### config.mk
export PLATFORM = sky130hd
export DESIGN_NAME = eight_bit_cpu_alu_with_flags_core
export DESIGN_NICKNAME = d
export VERILOG_FILES = /design/src/rtl/ebca_pkg.sv /design/src/rtl/ebca_alu.sv /design/src/rtl/eight_bit_cpu_alu_with_flags_core.sv
export SDC_FILE = /design/constraint.sdc
export NUM_CORES = 1
export LEC_CHECK = 0
export ABC_AREA = 1
export BUFFER_PORTS_ARGS = -buffer_cell sky130_fd_sc_hd__buf_2
export CORE_ASPECT_RATIO = 1.25
export CORE_MARGIN = 4
export CORE_UTILIZATION = 60
export DETAILED_ROUTE_END_ITERATION = 10
export PLACE_DENSITY = 0.87
export SYNTH_ARGS = -nofsm -noshare
export SYNTH_HDL_FRONTEND = slang
export SYNTH_SLANG_ARGS = --single-unit
### constraint.sdc
create_clock -name clk -period 6.5 [get_ports clk]
set_input_delay 0.325 -clock clk [delete_from_list [all_inputs] [get_ports clk]]
set_output_delay 0.325 -clock clk [all_outputs]
set_load 0.01 [all_outputs]
### src/rtl/ebca_pkg.sv
`default_nettype none
package ebca_pkg;

  localparam int FUNC_W = 5;
  localparam int WORD_W = 16;
  localparam int BYTE_W = 8;
  localparam int BITIX_W = 3;
  localparam int FLAG_W = 4;

  localparam int FLAG_Z = 3;
  localparam int FLAG_N = 2;
  localparam int FLAG_H = 1;
  localparam int FLAG_C = 0;

  localparam logic [FUNC_W-1:0] FN_ADD   = 5'd0;
  localparam logic [FUNC_W-1:0] FN_ADC   = 5'd1;
  localparam logic [FUNC_W-1:0] FN_SUB   = 5'd2;
  localparam logic [FUNC_W-1:0] FN_SBC   = 5'd3;
  localparam logic [FUNC_W-1:0] FN_AND   = 5'd4;
  localparam logic [FUNC_W-1:0] FN_XOR   = 5'd5;
  localparam logic [FUNC_W-1:0] FN_OR    = 5'd6;
  localparam logic [FUNC_W-1:0] FN_CP    = 5'd7;
  localparam logic [FUNC_W-1:0] FN_INC   = 5'd8;
  localparam logic [FUNC_W-1:0] FN_DEC   = 5'd9;
  localparam logic [FUNC_W-1:0] FN_DAA   = 5'd10;
  localparam logic [FUNC_W-1:0] FN_CPL   = 5'd11;
  localparam logic [FUNC_W-1:0] FN_CCF   = 5'd12;
  localparam logic [FUNC_W-1:0] FN_SCF   = 5'd13;
  localparam logic [FUNC_W-1:0] FN_RLCA  = 5'd14;
  localparam logic [FUNC_W-1:0] FN_RRCA  = 5'd15;
  localparam logic [FUNC_W-1:0] FN_RLA   = 5'd16;
  localparam logic [FUNC_W-1:0] FN_RRA   = 5'd17;
  localparam logic [FUNC_W-1:0] FN_RLC   = 5'd18;
  localparam logic [FUNC_W-1:0] FN_RRC   = 5'd19;
  localparam logic [FUNC_W-1:0] FN_RL    = 5'd20;
  localparam logic [FUNC_W-1:0] FN_RR    = 5'd21;
  localparam logic [FUNC_W-1:0] FN_SLA   = 5'd22;
  localparam logic [FUNC_W-1:0] FN_SRA   = 5'd23;
  localparam logic [FUNC_W-1:0] FN_SWAP  = 5'd24;
  localparam logic [FUNC_W-1:0] FN_SRL   = 5'd25;
  localparam logic [FUNC_W-1:0] FN_BIT   = 5'd26;
  localparam logic [FUNC_W-1:0] FN_RES   = 5'd27;
  localparam logic [FUNC_W-1:0] FN_SET   = 5'd28;
  localparam logic [FUNC_W-1:0] FN_ADD16 = 5'd29;
  localparam logic [FUNC_W-1:0] FN_ADDSP = 5'd30;

  localparam logic [BYTE_W-1:0] DAA_LIMIT = 8'h99;
  localparam logic [BYTE_W-1:0] DAA_LO    = 8'h06;
  localparam logic [BYTE_W-1:0] DAA_HI    = 8'h60;

  localparam int IN_DATA_W  = 40;
  localparam int OUT_DATA_W = 24;

  typedef struct packed {
    logic [FUNC_W-1:0]  func;
    logic [WORD_W-1:0]  operand_a;
    logic [WORD_W-1:0]  operand_b;
    logic [BITIX_W-1:0] bit_index;
    logic [FLAG_W-1:0]  flags_in;
  } alu_in_t;

  typedef struct packed {
    logic [WORD_W-1:0] result;
    logic [FLAG_W-1:0] flags_out;
    logic              write_result;
  } alu_out_t;

endpackage
`default_nettype wire

### src/rtl/ebca_alu.sv
`default_nettype none
module ebca_alu (
  input  ebca_pkg::alu_in_t  op_in,
  output ebca_pkg::alu_out_t op_out
);

  logic [7:0]  a;
  logic [7:0]  b;
  logic [3:0]  f;
  logic        cin;
  logic        c;
  logic [8:0]  sum9;
  logic [4:0]  sum5;
  logic [8:0]  dif9;
  logic [4:0]  dif5;
  logic [7:0]  res8;
  logic [7:0]  adj;
  logic        cout;
  logic [16:0] sum17;
  logic [12:0] sum13;
  logic [15:0] res16;
  logic [3:0]  fo;
  logic        wr;
  logic        wide;

  assign a   = op_in.operand_a[7:0];
  assign b   = op_in.operand_b[7:0];
  assign f   = op_in.flags_in;
  assign cin = f[ebca_pkg::FLAG_C];

  always_comb begin
    c     = ((op_in.func == ebca_pkg::FN_ADC) || (op_in.func == ebca_pkg::FN_SBC)) & cin;
    sum9  = {1'b0, a} + {1'b0, b} + {8'd0, c};
    sum5  = {1'b0, a[3:0]} + {1'b0, b[3:0]} + {4'd0, c};
    dif9  = {1'b0, a} - {1'b0, b} - {8'd0, c};
    dif5  = {1'b0, a[3:0]} - {1'b0, b[3:0]} - {4'd0, c};
    sum17 = {1'b0, op_in.operand_a} + {1'b0, op_in.operand_b};
    sum13 = {1'b0, op_in.operand_a[11:0]} + {1'b0, op_in.operand_b[11:0]};
    res8  = 8'd0;
    res16 = 16'd0;
    adj   = 8'd0;
    cout  = 1'b0;
    fo    = f;
    wr    = 1'b1;
    wide  = 1'b0;
    case (op_in.func)
      ebca_pkg::FN_ADD, ebca_pkg::FN_ADC: begin
        res8 = sum9[7:0];
        fo   = {res8 == 8'd0, 1'b0, sum5[4], sum9[8]};
      end
      ebca_pkg::FN_SUB, ebca_pkg::FN_SBC, ebca_pkg::FN_CP: begin
        res8 = dif9[7:0];
        fo   = {res8 == 8'd0, 1'b1, dif5[4], dif9[8]};
        if (op_in.func == ebca_pkg::FN_CP) begin
          res8 = 8'd0;
          wr   = 1'b0;
        end
      end
      ebca_pkg::FN_AND: begin
        res8 = a & b;
        fo   = {res8 == 8'd0, 3'b010};
      end
      ebca_pkg::FN_XOR: begin
        res8 = a ^ b;
        fo   = {res8 == 8'd0, 3'b000};
      end
      ebca_pkg::FN_OR: begin
        res8 = a | b;
        fo   = {res8 == 8'd0, 3'b000};
      end
      ebca_pkg::FN_INC: begin
        res8 = b + 8'd1;
        fo   = {res8 == 8'd0, 1'b0, b[3:0] == 4'hF, cin};
      end
      ebca_pkg::FN_DEC: begin
        res8 = b - 8'd1;
        fo   = {res8 == 8'd0, 1'b1, b[3:0] == 4'h0, cin};
      end
      ebca_pkg::FN_DAA: begin
        cout = cin;
        if (!f[ebca_pkg::FLAG_N]) begin
          if (f[ebca_pkg::FLAG_H] || (a[3:0] > 4'd9)) begin
            adj = adj | ebca_pkg::DAA_LO;
          end
          if (cin || (a > ebca_pkg::DAA_LIMIT)) begin
            adj  = adj | ebca_pkg::DAA_HI;
            cout = 1'b1;
          end
          res8 = a + adj;
        end else begin
          if (f[ebca_pkg::FLAG_H]) begin
            adj = adj | ebca_pkg::DAA_LO;
          end
          if (cin) begin
            adj = adj | ebca_pkg::DAA_HI;
          end
          res8 = a - adj;
        end
        fo = {res8 == 8'd0, f[ebca_pkg::FLAG_N], 1'b0, cout};
      end
      ebca_pkg::FN_CPL: begin
        res8 = ~a;
        fo   = f | 4'b0110;
      end
      ebca_pkg::FN_CCF: begin
        res8 = a;
        fo   = {f[ebca_pkg::FLAG_Z], 2'b00, ~cin};
      end
      ebca_pkg::FN_SCF: begin
        res8 = a;
        fo   = {f[ebca_pkg::FLAG_Z], 3'b001};
      end
      ebca_pkg::FN_RLCA: begin
        cout = a[7];
        res8 = {a[6:0], a[7]};
        fo   = {f[ebca_pkg::FLAG_Z], 2'b00, cout};
      end
      ebca_pkg::FN_RRCA: begin
        cout = a[0];
        res8 = {a[0], a[7:1]};
        fo   = {f[ebca_pkg::FLAG_Z], 2'b00, cout};
      end
      ebca_pkg::FN_RLA: begin
        cout = a[7];
        res8 = {a[6:0], cin};
        fo   = {f[ebca_pkg::FLAG_Z], 2'b00, cout};
      end
      ebca_pkg::FN_RRA: begin
        cout = a[0];
        res8 = {cin, a[7:1]};
        fo   = {f[ebca_pkg::FLAG_Z], 2'b00, cout};
      end
      ebca_pkg::FN_RLC: begin
        cout = b[7];
        res8 = {b[6:0], b[7]};
        fo   = {res8 == 8'd0, 2'b00, cout};
      end
      ebca_pkg::FN_RRC: begin
        cout = b[0];
        res8 = {b[0], b[7:1]};
        fo   = {res8 == 8'd0, 2'b00, cout};
      end
      ebca_pkg::FN_RL: begin
        cout = b[7];
        res8 = {b[6:0], cin};
        fo   = {res8 == 8'd0, 2'b00, cout};
      end
      ebca_pkg::FN_RR: begin
        cout = b[0];
        res8 = {cin, b[7:1]};
        fo   = {res8 == 8'd0, 2'b00, cout};
      end
      ebca_pkg::FN_SLA: begin
        cout = b[7];
        res8 = {b[6:0], 1'b0};
        fo   = {res8 == 8'd0, 2'b00, cout};
      end
      ebca_pkg::FN_SRA: begin
        cout = b[0];
        res8 = {b[7], b[7:1]};
        fo   = {res8 == 8'd0, 2'b00, cout};
      end
      ebca_pkg::FN_SWAP: begin
        res8 = {b[3:0], b[7:4]};
        fo   = {res8 == 8'd0, 3'b000};
      end
      ebca_pkg::FN_SRL: begin
        cout = b[0];
        res8 = {1'b0, b[7:1]};
        fo   = {res8 == 8'd0, 2'b00, cout};
      end
      ebca_pkg::FN_BIT: begin
        fo = {~b[op_in.bit_index], 2'b01, cin};
        wr = 1'b0;
      end
      ebca_pkg::FN_RES: begin
        res8 = b & ~(8'd1 << op_in.bit_index);
      end
      ebca_pkg::FN_SET: begin
        res8 = b | (8'd1 << op_in.bit_index);
      end
      ebca_pkg::FN_ADD16: begin
        wide  = 1'b1;
        res16 = sum17[15:0];
        fo    = {f[ebca_pkg::FLAG_Z], 1'b0, sum13[12], sum17[16]};
      end
      ebca_pkg::FN_ADDSP: begin
        wide  = 1'b1;
        res16 = op_in.operand_a + {{8{b[7]}}, b};
        fo    = {2'b00, sum5[4], sum9[8]};
      end
      default: begin
        fo = f;
        wr = 1'b0;
      end
    endcase
    op_out.result       = wide ? res16 : {8'd0, res8};
    op_out.flags_out    = fo;
    op_out.write_result = wr;
  end

endmodule
`default_nettype wire

### src/rtl/eight_bit_cpu_alu_with_flags_core.sv
// Each input transfer passes through an input register and then a result register.
// Throughput: one item per cycle while the output is not stalled; the input register feeds
// the flag and result logic, which loads a result register.
// A new item is taken while a finished result waits, as long as the input register is empty.
// Reset (rst, synchronous, active high) clears both valid flags; data registers keep theirs.
`default_nettype none
module eight_bit_cpu_alu_with_flags_core (
  input  wire logic        clk,
  input  wire logic        rst,
  input  wire logic        s_axis_tvalid,
  output logic             s_axis_tready,
  // Fields from bit 0: operand_a[15:0], operand_b[31:16], bit_index[34:32],
  // flags_in[38:35], zero pad[39].
  input  wire logic [ebca_pkg::IN_DATA_W-1:0] s_axis_tdata,
  // Fields from bit 0: func[4:0].
  input  wire logic [4:0]  s_axis_tuser,
  output logic             m_axis_tvalid,
  input  wire logic        m_axis_tready,
  // Fields from bit 0: result[15:0], flags_out[19:16], zero pad[23:20].
  output logic [ebca_pkg::OUT_DATA_W-1:0] m_axis_tdata,
  // Fields from bit 0: write_result[0].
  output logic             m_axis_tuser
);

  ebca_pkg::alu_in_t  in_reg;
  logic               in_valid;
  ebca_pkg::alu_out_t alu_res;
  ebca_pkg::alu_out_t out_reg;
  logic               out_valid;
  logic               out_load;

  assign out_load      = ~out_valid | m_axis_tready;
  assign s_axis_tready = ~in_valid | out_load;

  always_ff @(posedge clk) begin
    if (rst) begin
      in_valid <= 1'b0;
    end else if (s_axis_tready) begin
      in_valid <= s_axis_tvalid;
    end
  end

  always_ff @(posedge clk) begin
    if (s_axis_tready && s_axis_tvalid) begin
      in_reg.func      <= s_axis_tuser;
      in_reg.operand_a <= s_axis_tdata[15:0];
      in_reg.operand_b <= s_axis_tdata[31:16];
      in_reg.bit_index <= s_axis_tdata[34:32];
      in_reg.flags_in  <= s_axis_tdata[38:35];
    end
  end

  ebca_alu u_alu (
    .op_in  (in_reg),
    .op_out (alu_res)
  );

  always_ff @(posedge clk) begin
    if (rst) begin
      out_valid <= 1'b0;
    end else if (out_load) begin
      out_valid <= in_valid;
    end
  end

  always_ff @(posedge clk) begin
    if (out_load && in_valid) begin
      out_reg <= alu_res;
    end
  end

  assign m_axis_tvalid = out_valid;
  assign m_axis_tdata  = {4'd0, out_reg.flags_out, out_reg.result};
  assign m_axis_tuser  = out_reg.write_result;

endmodule
`default_nettype wire

Word level (Yosys, flattened, before mapping)
Index checks and enable logic that the tools add are counted. Widths: inputs -> output; s select.

Flip-flop bits (word level): 67. Latch bits: 0. Bits in writable memories: 0. Memory bits (read-only): 0. Input bits: 49. Memories: 0.

Add/sub/neg operators: 15. $mul: 0. Div/mod/pow operators: 0. Magnitude comparators: 3. Equal/unequal tests: 31. Shift operators: 1. Mux-type cells: 22. Bitwise operators: 14. Reduce and logical (&&, ||, !) cells: 30.

Operators by type and width (number): $pmux 8 s24 (1); $logic_not 8->1 (14); $pmux 4 s24 (1); $eq 5x5->1 const B (15); $mux 8 (8); $eq 5x4->1 const B (8); $pmux 16 s2 (1); $reduce_or 27->1 (1); $eq 5x3->1 const B (4); $add 16x16->17 (1); $add 16x16->16 (1); $and 8x8->8 (2); $not 8->8 (2); $or 8x8->8 (2); $logic_not 7->1 (2); $mux 7 (2); $add 12x12->13 (1); $eq 5x2->1 const B (2); $reduce_or 2->1 (5); $add 8x8->9 (1); $add 9x1->9 (1); $sub 8x8->9 (1); $sub 9x1->9 (1); $add 8x1->8 const B (1); other kinds (26) (38).

Logic depth before layout (Yosys ltp)
Depth after elaboration: 11. Depth in mapped cells: 19. Gate-level depth less buffers: 18.

By module
From an unflattened synthesis, not the netlist that was laid out.

Cells, all modules: 1025. Area total of the unflattened synthesis: 6986.7 sq um.

By module, submodules not included: ebca_alu (times used 1, cells an instance 943, area each 4909.7 sq um, sequential area each 0.0 sq um); eight_bit_cpu_alu_with_flags_core (times used 1, cells an instance 82, area each 2077.0 sq um, sequential area each 1991.9 sq um).

Worst setup path after synthesis
OpenSTA, ideal clock, no wires.

Path type: register to register. From: register in_reg[7] in the netlist's numbering. To: register out_reg (netlist bit m_axis_tdata[4]) (data pin). Setup time: 0.260 ns. Data arrival time: 2.521 ns. Path slack: 3.719 ns. Stages on the path, launching flop included: 11. Buffers on the path: 1. Clock period less this slack: 2.781 ns. Cell sequence: edfxtp_1 inv_1 clkbuf_1 fa_1 fa_1 o21ai_0 nand2_1 xnor2_1 o221ai_1 nor2_1 nand3_1.

RTL lines: from (decl) (line eight_bit_cpu_alu_with_flags_core.sv:25) `ebca_pkg::alu_in_t in_reg;`; to (signal assigned) (line eight_bit_cpu_alu_with_flags_core.sv:68) `out_reg <= alu_res;`; to (decl) (line eight_bit_cpu_alu_with_flags_core.sv:28) `ebca_pkg::alu_out_t out_reg;`.

==> summary by stage <==
Run status
The flow ran to the end, and the final reports show no timing, DRC or antenna violations.

Timing
Setup repair after global routing left no endpoint under its margin. At the pin with the least slew margin, the transition time is slightly above 0.9 ns. The routed design could run at a clock period as short as 3.75 ns. The share of the clock period used by the worst path is slightly below 60%. For this run, the top clock speed supported by timing is ~270 MHz. The number of pins with negative max-slew slack in the final report is 0. The total of endpoints with negative setup slack in the final report is 0. The final count of hold timing violations is 0. The clock tree skew after final layout is 0.0106 ns.

The setup total negative slack is 0 ns. The worst-case headroom to the max-slew limit is 37.6%.

Routing
The number of search-and-repair iterations in the first detailed-routing pass is 9. The initial detailed-routing violation count is ~1100. The number of remaining DRC errors is 0. The total via count in the routed design is approximately 8000. The via density per instance is 6.17. The total wire length after detailed routing is roughly 25000 µm. Dividing the detail-routed wire length by the instance count gives between 15 and 20 µm. In this run the remaining antenna-violating nets after routing total 0.

Finish
At the end of the flow the core is filled with cells to slightly below 70%. The area growth from synthesis to layout is 10.2%. 0 antenna diodes ended up in the layout. In the final layout, the share of cells above drive strength 1 is 11.0%. The net count of the finished layout is around 1300. Counting the fill cells in the layout gives 1095. The flip-flop count of the largest register, all copies and words added is 44.

Worst hold path
The hold path startpoint is s_axis_tdata[32]. The worst hold path belongs to the class in -> reg. The endpoint of the worst hold-timing path is in_reg[4]. Counting instances, the worst hold path has a depth of 1.

Worst setup path
The type of the worst setup path is reg -> reg. Of all nets on the critical path, the largest fanout is 12. STA puts the critical path data arrival time at 3.81 ns. The library cell contributing the largest single delay on the critical path is sky130_fd_sc_hd__edfxtp_1. The endpoint identified for the worst register-to-register timing path is m_axis_tdata[16]. The stage delay of the slowest cell on the critical path is 0.81 ns. The required time reported for the critical path endpoint is 6.56 ns. The number of cells on the worst reg-to-reg path is 10. The setup check on the worst reg-to-reg path leaves a slack of 2.75 ns. STA classifies the critical path startpoint as a flip-flop. STA classifies the critical path endpoint as a flip-flop. The startpoint identified for the worst register-to-register timing path is in_reg[12]. Walking the worst path, the cells encountered are inv_1, ha_1, ha_1, a21oi_1, o21a_1, nand3_1, nand3_1, nand2_1, nor2_1, nand4_1.

Pwr
For this design the static power due to leakage is 3.87 nW. Of the total power, the clock network draws 31.8%. The reported net switching power is 0.000552 W. The internal power of the cells is 0.000920 W.

For this design the ratio of total power to cell area is 185 mW/mm². Per report_power, the sequential group accounts for between 30% and 40% of the total. The largest voltage drop on the vdd net is 158 µV. The combinational power share is 31.2%. The switching power as a share of total power is 37.5%.

Synthesis
The synthesized design contains 67 register bits. The mean post-synth cell area is 6.67 µm². For this run, the leading register cell type out of synthesis is sky130_fd_sc_hd__edfxtp_1.

Yosys mapped a number of flops with a built-in enable equal to 65. Sorting the synthesized cells by how often they occur yields sky130_fd_sc_hd__nand2_1 (327), sky130_fd_sc_hd__inv_1 (124), sky130_fd_sc_hd__nor2_1 (114). sky130_fd_sc_hd__nand2_1 is the most common cell in the netlist.

The cell area after synthesis is 0.00722 mm². In this run the biggest area consumer among cell types represents a little over a quarter of the synthesized area. By area the synthesized netlist is led by sky130_fd_sc_hd__edfxtp_1 (27%), sky130_fd_sc_hd__nand2_1 (17%), sky130_fd_sc_hd__ha_1 (10%), sky130_fd_sc_hd__nand3_1 (6.9%), sky130_fd_sc_hd__inv_1 (6.4%). The number of warning messages in the yosys log is 0.

Yosys mapped the design onto just under 50 distinct sky130hd cell types. The fraction of synthesis flops using an asynchronous set or reset pin is 0%. The cell count after synthesis is 1082. For this run, the register share of the synthesized area comes to 27.6%. The biggest area consumer among synthesized cells is sky130_fd_sc_hd__edfxtp_1.

Clocking
Buffers added to address setup during post-CTS repair amount to 0. The post-CTS clock slew at the launch and capture registers of the worst setup and hold paths is 0.07 ns. The clock sink count is 67.

CTS placed an instance of sky130_fd_sc_hd__clkbuf_16 at the clock tree root. The maximum level of the CTS H-tree is 3. The number of CTS-inserted buffers is 9. The clock latency on the worst-skew pair is roughly 0.35 ns. The CTS tree is yes. The hold buffer count at cts is 0. The clock passes through at most 2 buffers.

The post-cts gate resize count is 0.

Floorplan
The overall die height is 131 µm. For this configuration, the core starts out at a cell density of roughly 62%. The initialized floorplan defines 44 standard-cell rows. The die is 106 µm wide. In this run the count of I/O pins placed on the die edge is 76.

The die covers 0.0139 mm². After floorplanning, the core was sized to cover roughly 0.012 mm².

Placement
The last weighted congestion value of the routability-driven placer is ~1.0. Buffers placed on the I/O ports in this run total 70. The HPWL after detailed placement is 19300 µm.

GRT
The initial antenna violation count is 0. For this run the aggregate overflow at the end of global routing stands at 0. The pin count of the biggest net entering global routing is between 40 and 50.

The first-pass GRT wire length is 38800 µm. The via count of the first global-routing pass was 7524. Global routing used 36.5% of the available tracks across all layers.

Run
Max-cap violations in this run came to 0.
## stage by stage
stage	setup slack, ns	cell area, µm²	cells	hold slack, ns	total power, W
3_3_place_gp	3.05	7680	1295	0.480	0.000986
2_1_floorplan	3.72	7230	1085	0.394	0.000861
6_report	2.75	7960	1311	0.149	0.00147
4_1_cts	2.98	7960	1311	0.147	0.00146
3_5_place_dp	2.99	7680	1295	0.486	0.000994
5_1_grt	2.70	7960	1311	0.150	0.00154
## worst max-delay path: cells and delay by family (launching register included)
kind / cells / cell delay [ns]
AO/OA/AOI/OAI: 2 / 0.43
adder cells (fa/ha/maj): 2 / 1.05
buffers and inverters: 1 / 0.45
flip-flops: 1 / 0.81
AND/OR/NAND/NOR: 5 / 0.71
## how the worst max path moves through the flow
stage	start	endpoint	slack (ns)	cells past startpoint
CTS	in_reg[9]	m_axis_tdata[14]	2.98	13
global placement	in_reg[9]	m_axis_tdata[14]	3.05	13
floorplan	in_reg[7]	m_axis_tdata[4]	3.72	10
finish	in_reg[12]	m_axis_tdata[16]	2.75	10
detailed placement	in_reg[9]	m_axis_tdata[14]	2.99	13
global route	in_reg[9]	m_axis_tdata[14]	2.70	13
## power groups by stage
| stage | Combinational, W | Clock [W] | Sequential, W |
|---|---|---|---|
| 2_1_floorplan | 0.000323 | 0 | 0.000538 |
| 3_3_place_gp | 0.000436 | 0 | 0.000550 |
| 3_5_place_dp | 0.000443 | 0 | 0.000551 |
| 4_1_cts | 0.000446 | 0.000471 | 0.000542 |
| 5_1_grt | 0.000506 | 0.000491 | 0.000546 |
| 6_report | 0.000460 | 0.000468 | 0.000545 |
## routing by layer
| metal | wire (µm) | up-vias | GRT usage, % |
|---|---|---|---|
| met1 | 8870 | 3626 | 40.6 |
| met5 | 0 | - | 0 |
| met3 | 2450 | 162 | 7.32 |
| met4 | 2080 | 0 | 25.9 |
| li1 | - | 3771 | - |
| met2 | 11900 | 524 | 62.6 |
## cells in the final DEF (no fill, tap or decap), types with 7 or more instances in the layout
| cell | netlist | layout |
|---|---|---|
| sky130_fd_sc_hd__a21oi_1 | 47 | 46 |
| sky130_fd_sc_hd__buf_2 | 13 | 70 |
| sky130_fd_sc_hd__clkbuf_16 | 0 | 9 |
| sky130_fd_sc_hd__edfxtp_1 | 65 | 65 |
| sky130_fd_sc_hd__ha_1 | 59 | 59 |
| sky130_fd_sc_hd__inv_1 | 124 | 123 |
| sky130_fd_sc_hd__inv_2 | 8 | 9 |
| sky130_fd_sc_hd__nand2_1 | 327 | 327 |
| sky130_fd_sc_hd__nand3_1 | 100 | 100 |
| sky130_fd_sc_hd__nand3b_1 | 10 | 10 |
| sky130_fd_sc_hd__nand4_1 | 32 | 32 |
| sky130_fd_sc_hd__nor2_1 | 114 | 114 |
| sky130_fd_sc_hd__nor3_1 | 8 | 8 |
| sky130_fd_sc_hd__o21ai_0 | 43 | 43 |
| sky130_fd_sc_hd__o22ai_1 | 34 | 34 |
| sky130_fd_sc_hd__or2_2 | 8 | 8 |
| sky130_fd_sc_hd__xnor2_1 | 7 | 7 |
| sky130_fd_sc_hd__xor2_1 | 10 | 10 |
## area by class of cell
cell class                 instances  area, µm²  share of cell area, %
clock buffer                       9        225                   2.83
multi-input combinational        860       4610                   58.0
clock inverter                     7       51.3                  0.645
timing repair buffer              73        373                   4.68
tap                              161        201                   2.53
inverter                         134        503                   6.32
sequential                        67       1990                   25.0
## cell families after synthesis
group | share of synthesized area (%)
xor+xnor | 2.06
flops | 27.6
other cells | 0.0519
buf+inv | 8.75
fa+ha+maj | 11.6
compound gates | 12.7
simple gates | 37.3
(Power assumes the default switching activity.)
